--- config.mk ---
export PLATFORM = sky130hd
export DESIGN_NAME = chacha_ctrl
export DESIGN_NICKNAME = d
export VERILOG_FILES = /design/src/design/chacha_pkg.sv /design/src/design/chacha_ctrl.sv
export SDC_FILE = /design/constraint.sdc
export NUM_CORES = 1
export LEC_CHECK = 0
export BUFFER_PORTS_ARGS = -buffer_cell sky130_fd_sc_hd__buf_2
export CAP_MARGIN = 20
export CORE_AREA = 3 3 40 42
export CTS_CLUSTER_DIAMETER = 60
export DETAILED_ROUTE_END_ITERATION = 10
export DIE_AREA = 0 0 43 45
export HOLD_SLACK_MARGIN = 0.12
export PLACE_DENSITY = 0.34
export REMOVE_ABC_BUFFERS = 1
export SKIP_LAST_GASP = 1
export SYNTH_ARGS = -nofsm -noshare
export SYNTH_HDL_FRONTEND = slang
export SYNTH_SLANG_ARGS = --single-unit
export TNS_END_PERCENT = 30
--- constraint.sdc ---
create_clock -name clock -period 3 [get_ports clock]
set_clock_uncertainty 0.05 [all_clocks]
set_input_delay 0.15 -clock clock [delete_from_list [all_inputs] [get_ports clock]]
set_output_delay 0.15 -clock clock [all_outputs]
set_load 0.01 [all_outputs]
--- src/design/chacha_pkg.sv ---
package chacha_pkg;

   localparam int DOUBLE_ROUNDS_DEF = 10;

   localparam int KEY_W   = 64;
   localparam int WORD_W  = 32;
   localparam int NWORDS  = 16;
   localparam int CSR_IDX_W = 3;

   // register indexes of the configuration port
   localparam logic [CSR_IDX_W-1:0] CSR_KEY_LOW     = 3'd0;
   localparam logic [CSR_IDX_W-1:0] CSR_KEY_MIDLOW  = 3'd1;
   localparam logic [CSR_IDX_W-1:0] CSR_KEY_MIDHIGH = 3'd2;
   localparam logic [CSR_IDX_W-1:0] CSR_KEY_HIGH    = 3'd3;
   localparam logic [CSR_IDX_W-1:0] CSR_NONCE       = 3'd4;

   // "expand 32-byte k"
   localparam logic [WORD_W-1:0] SIGMA0 = 32'h6170_7865;
   localparam logic [WORD_W-1:0] SIGMA1 = 32'h3320_646e;
   localparam logic [WORD_W-1:0] SIGMA2 = 32'h7962_2d32;
   localparam logic [WORD_W-1:0] SIGMA3 = 32'h6b20_6574;

   typedef struct packed {
      logic [31:0] msg_word;
      logic [2:0]  valid_bytes;
      logic        last_word;
   } req_payload_type;

   typedef struct packed {
      logic [31:0] out_word;
      logic [2:0]  out_valid_bytes;
      logic        out_last;
   } rsp_payload_type;

   typedef enum logic [2:0] {
      ST_IDLE,
      ST_LOAD,
      ST_ROUND,
      ST_FINISH,
      ST_EMIT
   } state_type;

   typedef struct packed {
      logic accept;
      logic load;
      logic round;
      logic finish;
      logic emit;
   } cmd_type;

   typedef struct packed {
      logic buffer_full;
      logic last_step;
      logic out_busy;
   } status_type;

endpackage

--- src/design/chacha_ctrl.sv ---
module chacha_ctrl (
   input  logic                   clock,
   input  logic                   reset,
   input  logic                   req_valid,
   input  chacha_pkg::status_type status,
   output chacha_pkg::cmd_type    cmd
);
   import chacha_pkg::*;

   state_type state_ff;
   state_type state_in;

   always_ff @(posedge clock) begin
      if (reset) begin
         state_ff <= ST_IDLE;
      end else begin
         state_ff <= state_in;
      end
   end

   always_comb begin
      state_in = state_ff;
      case (state_ff)
         ST_IDLE: begin
            if (req_valid) begin
               state_in = status.buffer_full ? ST_EMIT : ST_LOAD;
            end
         end
         ST_LOAD:   state_in = ST_ROUND;
         ST_ROUND: begin
            if (status.last_step) begin
               state_in = ST_FINISH;
            end
         end
         ST_FINISH: state_in = ST_EMIT;
         ST_EMIT: begin
            if (!status.out_busy) begin
               state_in = ST_IDLE;
            end
         end
         default:   state_in = ST_IDLE;
      endcase
   end

   always_comb begin
      cmd = '0;
      case (state_ff)
         ST_IDLE:   cmd.accept = 1'b1;
         ST_LOAD:   cmd.load   = 1'b1;
         ST_ROUND:  cmd.round  = 1'b1;
         ST_FINISH: cmd.finish = 1'b1;
         ST_EMIT:   cmd.emit   = !status.out_busy;
         default:   cmd = '0;
      endcase
   end

endmodule

==> run_results.csv, run 1 <==
group,metric,value,unit
floorplanning,rows,13,
setup_path,cp_slowest_cell,"dfxtp_1",
drt,via_per_inst,4.377,
setup_path,crit_path_cell_trace,"or2b_1 -> a211o_1 -> a2111oi_2",
logic_synthesis,synth_area_leaders,"dfxtp_1 (26%), nor3_1 (6.5%), a2111oi_2 (6.5%), nor3b_1 (6.5%), nand2b_4 (5.9%)",
place,dp_hpwl,398.9,um
clock_tree,cts_buffers,3,
sta,fin_setup_tns,0,ns
logic_synthesis,ys_seq_area_frac,0.2581,
drt,routed_wl,544,um
clock_tree,htree_levels,1,
logic_synthesis,post-synth-top-area-cell,"dfxtp_1",
clock_tree,clock_sinks,3,
pwr,powerDensity,528.2,nW/um^2
pwr,p_seq_frac,0.345,
sta,worstMarginPinSlew,0.3754,ns
drt,first_pass_iters,3,
sta,fin_crit_sh,0.5197,
cells_and_area,top_regs,"state_ff (3)",
cells_and_area,stdcell_area,319.1,sq um
logic_synthesis,avgSynthCellArea,8.951,sq um
floorplanning,initial_core_util,0.1811,
drt,antenna_left,0,
global_routing,globalRouteOverflowTotal,0,
pwr,vdd_drop_max,117.0,uV
logic_synthesis,synth_top_area_share,0.2581,
drt,drt_iter0_markers,3,
setup_path,path_class,"reg2reg",
pwr,p_int,0.1198,mW
clock_tree,post_cts_buffers,0,
floorplanning,io_pins,11,
drt,wire_per_inst,10.26,um
clock_tree,cts_buffer_depth,2,
cells_and_area,fin_cells,53,
place,globalplace.congestion,0.7740,
sta,setup_viol,0,
global_routing,grt_max_degree,14,
clock_tree,clock-root-buffer,"clkbuf_4",
clock_tree,holdBufCountCts,1,
drt,dr_total_vias,232,
floorplanning,core_area,1285,sq um
cells_and_area,fill_cells,152,
clock_tree,clk_latency,0.22,ns
worst_hold_path,min_path_cells,3,
cells_and_area,regMostFlops,"state_ff",
drt,drc_errors,0,
floorplanning,dieArea,1935,sq um
cells_and_area,drive_above_1_share,0.4211,
global_routing,grt_pass1_wl,897,um
sta,whs,0.1738,ns
job,cap_viol_max_count,0,
place,place_inst,48,
place,post-place-ws,1.446,ns
global_routing,antenna_found_initial,0,
sta,max_freq,0.6415,GHz
setup_path,crit_path_start_kind,"flop",
floorplanning,die_w,43,um
place,placed_area,282.8,sq um
pwr,switching_share,0.2893,
logic_synthesis,syn_area,232.7,sq um
logic_synthesis,ys_warn_count,0,
pwr,power_switching,0.04875,mW
global_routing,grtUsageTotal,0.06240,
pwr,finalPower,0.1685,mW
cells_and_area,largest_register_ffs,3,
clock_tree,cts-resized-gates,0,
pwr,combinationalPowerShare,0.252,
clock_tree,clkTransAtPathRegs,0.03,ns
sta,fin_ws,1.441,ns
logic_synthesis,synthCells,26,
floorplanning,dieHeight,45,um
cells_and_area,final_core_util,0.2483,
sta,fin_crit,1.559,ns
sta,max_slew_margin,0.7432,
pwr,p_leak,0.1357,nW
setup_path,reg2reg_depth,3,
place,port_buffers,10,
clock_tree,cts_tree,"built",
cells_and_area,area_growth,37.10,%
sta,rsz0062_at_grt,"false",
cells_and_area,nNetsFinal,45,
setup_path,cp.arrival,1.63,ns
logic_synthesis,synth-seq-cells,3,
logic_synthesis,yosysUniqueCellTypes,21,
worst_hold_path,hold_class,"in2reg",
outcome,run_status,"complete, no violations",
setup_path,crit_path_max_incr_delay,0.51,ns
setup_path,crit_fanout,11,
global_routing,grt_pass1_vias,224,
setup_path,crit_path_end_kind,"flop",
cells_and_area,insertedDiodeCount,0,
pwr,clockPowerShare,0.403,
sta,timing_hold_violations_final,0,
setup_path,worstPathRequired,3.07,ns
sta,slew_violations,0,
synthesized netlist by cell type:
master and instances:
nand3_1 1, buf_1 1, nand2_1 1, nor2b_1 1
or2b_1 1, xnor2_1 1, nand3b_1 1, dfxtp_1 3
nand2b_4 1, a311oi_1 1, nand2b_1 1, a2111oi_2 1
a2111oi_0 1, clkbuf_1 1, or4b_1 1, nor3_1 3
a211o_1 1, nor3b_1 2, and3b_2 1, buf_6 1
nor2_1 1
power groups by stage:
stage	clock network (mW)	registers (mW)	logic, mW
2_1_floorplan	0	0.0551	0.0288
3_3_place_gp	0	0.0593	0.0421
3_5_place_dp	0	0.0590	0.0419
4_1_cts	0.0705	0.0585	0.0431
5_1_grt	0.0720	0.0612	0.0467
6_report	0.0679	0.0582	0.0425
cells in the final DEF, fill, tap and decap left out, types with 2 or more instances in the layout:
master,netlist,layout
buf_2,0,10
nor3_1,3,3
clkbuf_4,0,3
dfxtp_1,3,3
nor3b_1,2,2
cell families (layout without fill, tap and decap cells):
| logic type | count (synthesis) | count (layout) | share of synthesized area |
|---|---|---|---|
| and+or+nand+nor | 15 | 15 | 0.4462 |
| AOI/OAI and AO/OA | 4 | 4 | 0.1774 |
| DFF | 3 | 3 | 0.2581 |
| buffers and inverters | 3 | 15 | 0.08061 |
| xor gates and xnor gates | 1 | 1 | 0.03764 |
area by class of cell:
class                           instances  area (sq um)  share of cell area
Sequential cell                         3         60.06              0.1882
Multi-Input combinational cell         20         153.9              0.4824
Clock buffer                            4         26.28             0.08235
Timing Repair Buffer                   11         60.06              0.1882
Tap cell                               15         18.77             0.05882
critical path: cells and delay by family, from the launching register on:
family          cells  cell delay (ns)
compound gates      2             0.60
flops               1             0.51
simple gates        1             0.29
final timing paths:
kind	start	end	slack (ns)
worst max-delay path	state_ff[2]$_SDFFE_PP0P_	state_ff[0]$_SDFFE_PP0P_	1.44
worst min-delay path	status[2]	state_ff[0]$_SDFFE_PP0P_	0.17
worst max register to register	state_ff[2]$_SDFFE_PP0P_	state_ff[0]$_SDFFE_PP0P_	1.44
worst min register to register	state_ff[2]$_SDFFE_PP0P_	state_ff[1]$_SDFFE_PP0P_	0.59
layer usage:
layer	global-route usage	part of all wire	wire (um)	vias to the layer above
met4	0.03614	0	0	0
met2	0.09581	0.43	236	7
met1	0.07212	0.51	277	105
met3	0.02789	0.055	30	0
li1	-	-	-	120
met5	0	0	0	-
Power figures use the tool's default switching activity.
==> run 2: changes to the inputs <==
==> constraint.sdc (replaced) <==
create_clock -name clock -period 1.6 [get_ports clock]
set_clock_uncertainty 0.05 [all_clocks]
set_input_delay 0.08 -clock clock [delete_from_list [all_inputs] [get_ports clock]]
set_output_delay 0.08 -clock clock [all_outputs]
set_load 0.01 [all_outputs]
==> run_results.csv, run 2 (synthesis gave the netlist of run 1 again) <==
group,metric,value,unit
cells_and_area,final_common_cell,"buf_2",
setup_path,cp_top_family,"simple AND/OR/NAND/NOR gates",
setup_path,crit_fanout,13,
drt,first_pass_iters,2,
global_routing,met1_usage,0.07692,
setup_path,r2r_slack,0.20,ns
setup_path,crit_path_end_kind,"flop",
sta,setup_viol,0,
floorplanning,dieHeight,45,um
outcome,run_status,"complete, no violations",
global_routing,grtUsageTotal,0.07072,
place,port_buffers,10,
global_routing,grt_util_met2,0.1078,
clock_tree,htree_levels,1,
cells_and_area,largest_register_ffs,3,
drt,wire_per_inst,10.70,um
cells_and_area,drive_above_1_share,0.4286,
sta,fin_setup_tns,0,ns
pwr,vdd_drop_max,298.0,uV
floorplanning,dieArea,1935,sq um
pwr,finalPower,0.3390,mW
floorplanning,die_w,43,um
sta,fin_crit,1.396,ns
clock_tree,clock_sinks,3,
cells_and_area,insertedDiodeCount,0,
cells_and_area,regMostFlops,"state_ff",
pwr,p_leak,0.1546,nW
worst_hold_path,hold_class,"in2reg",
place,dp_hpwl,468.7,um
drt,dr_total_vias,257,
sta,slew_violations,0,
global_routing,grt-busiest-layer,"met2",
setup_path,crit_path_start_kind,"flop",
setup_path,path_buf_inv,0,
floorplanning,initial_core_util,0.1811,
setup_path,crit_path_max_incr_delay,0.55,ns
sta,max_freq,0.7162,GHz
setup_path,crit_path_cell_trace,"or4b_1 -> a311oi_1",
place,globalplace.congestion,0.7257,
sta,timing_hold_violations_final,0,
drt,antenna_left,0,
global_routing,grt_max_degree,14,
sta,worstMarginPinSlew,0.4067,ns
worst_hold_path,min_path_cells,4,
cells_and_area,nNetsFinal,49,
clock_tree,clk_latency,0.23,ns
pwr,powerDensity,957.5,nW/um^2
clock_tree,cts-resized-gates,0,
global_routing,globalRouteOverflowTotal,0,
cells_and_area,fill_cells,146,
cells_and_area,layout_common_cells,"buf_2 (10), nor3_1 (3), clkbuf_4 (3), dlygate4sd3_1 (3), dfxtp_1 (3)",
setup_path,worstPathRequired,1.68,ns
clock_tree,clock-root-buffer,"clkbuf_4",
sta,rsz0062_at_grt,"false",
global_routing,grt_pass1_vias,238,
setup_path,path_depth,2,
setup_path,path_class,"reg2reg",
global_routing,grt_pass1_wl,1000,um
cells_and_area,area_growth,52.15,%
clock_tree,cts_buffer_depth,2,
setup_path,reg2reg_depth,2,
clock_tree,clkTransAtPathRegs,0.04,ns
floorplanning,io_pins,11,
global_routing,use_met3,0.03187,
sta,max_slew_margin,0.7285,
drt,routed_wl,610,um
setup_path,cp.arrival,1.48,ns
sta,fin_crit_sh,0.8727,
clock_tree,cts_buffers,3,
floorplanning,rows,13,
job,cap_viol_max_count,0,
drt,drt_iter0_markers,5,
setup_path,cp_slowest_cell,"or4b_1",
drt,via_per_inst,4.509,
floorplanning,core_area,1285,sq um
global_routing,antenna_found_initial,0,
cells_and_area,top_regs,"state_ff (3)",
clock_tree,cts_tree,"built",
drt,drc_errors,0,
==> run 2: cell types whose count changed in the layout (fill, tap and decap cells not counted) <==
| cell | before | now |
|---|---|---|
| buf_4 | 0 | 2 |
| dlygate4sd3_1 | 1 | 3 |
==> run 2: area by class of cell <==
cell class / instances / area, sq um / area share
tap: 15 / 18.77 / 0.05300
multi-input combinational: 20 / 153.9 / 0.4346
timing repair buffer: 15 / 95.09 / 0.2686
sequential: 3 / 60.06 / 0.1696
clock buffer: 4 / 26.28 / 0.07420
==> run 2: path summary, 6_finish.rpt <==
kind / start / to
max: state_ff[1]$_SDFFE_PP0P_ / state_ff[2]$_SDFFE_PP0P_
min: req_valid / state_ff[2]$_SDFFE_PP0P_
max reg2reg: state_ff[1]$_SDFFE_PP0P_ / state_ff[2]$_SDFFE_PP0P_
min reg2reg: state_ff[0]$_SDFFE_PP0P_ / state_ff[0]$_SDFFE_PP0P_
==> run 2: stage by stage <==
step	hold slack, ns	setup slack, ns	cells	utilization	instance area [sq um]
finish	0.1826	0.2037	57	0.2756	354.1
global route	0.1884	0.1411	57	0.2756	354.1
CTS	0.1752	0.1951	57	0.2756	354.1
detailed placement	0.2491	0.2216	50	0.2317	297.8
global placement	0.2523	0.2268	50	0.2317	297.8
floorplan	0.09886	0.1482	23	-	214.0
==> run 2: metal layers <==
layer	up-vias	part of all wire	routed length (um)
met5	-	0	0
met4	0	0	0
met3	0	0.074	45
met2	9	0.49	300
met1	118	0.43	264
li1	130	-	-
==> run 2: power breakdown <==
group	switching, mW	leakage (nW)	internal (mW)
Combinational	0.0480	0.115	0.0583
Sequential	0.0136	0.0246	0.0840
Clock	0.0414	0.0150	0.0936
==> run 2: worst register-to-register path: cells and delay by family (launching register included) <==
kind               cells  cell delay [ns]
and+or+nand+nor        1             0.56
DFF                    1             0.42
AOI/OAI and AO/OA      1             0.27
==> run 2: timing repair <==
action                    in CTS  in global routing
hold endpoints to repair       3                  0
buffers inserted               0                  0
hold buffers                   3                  0
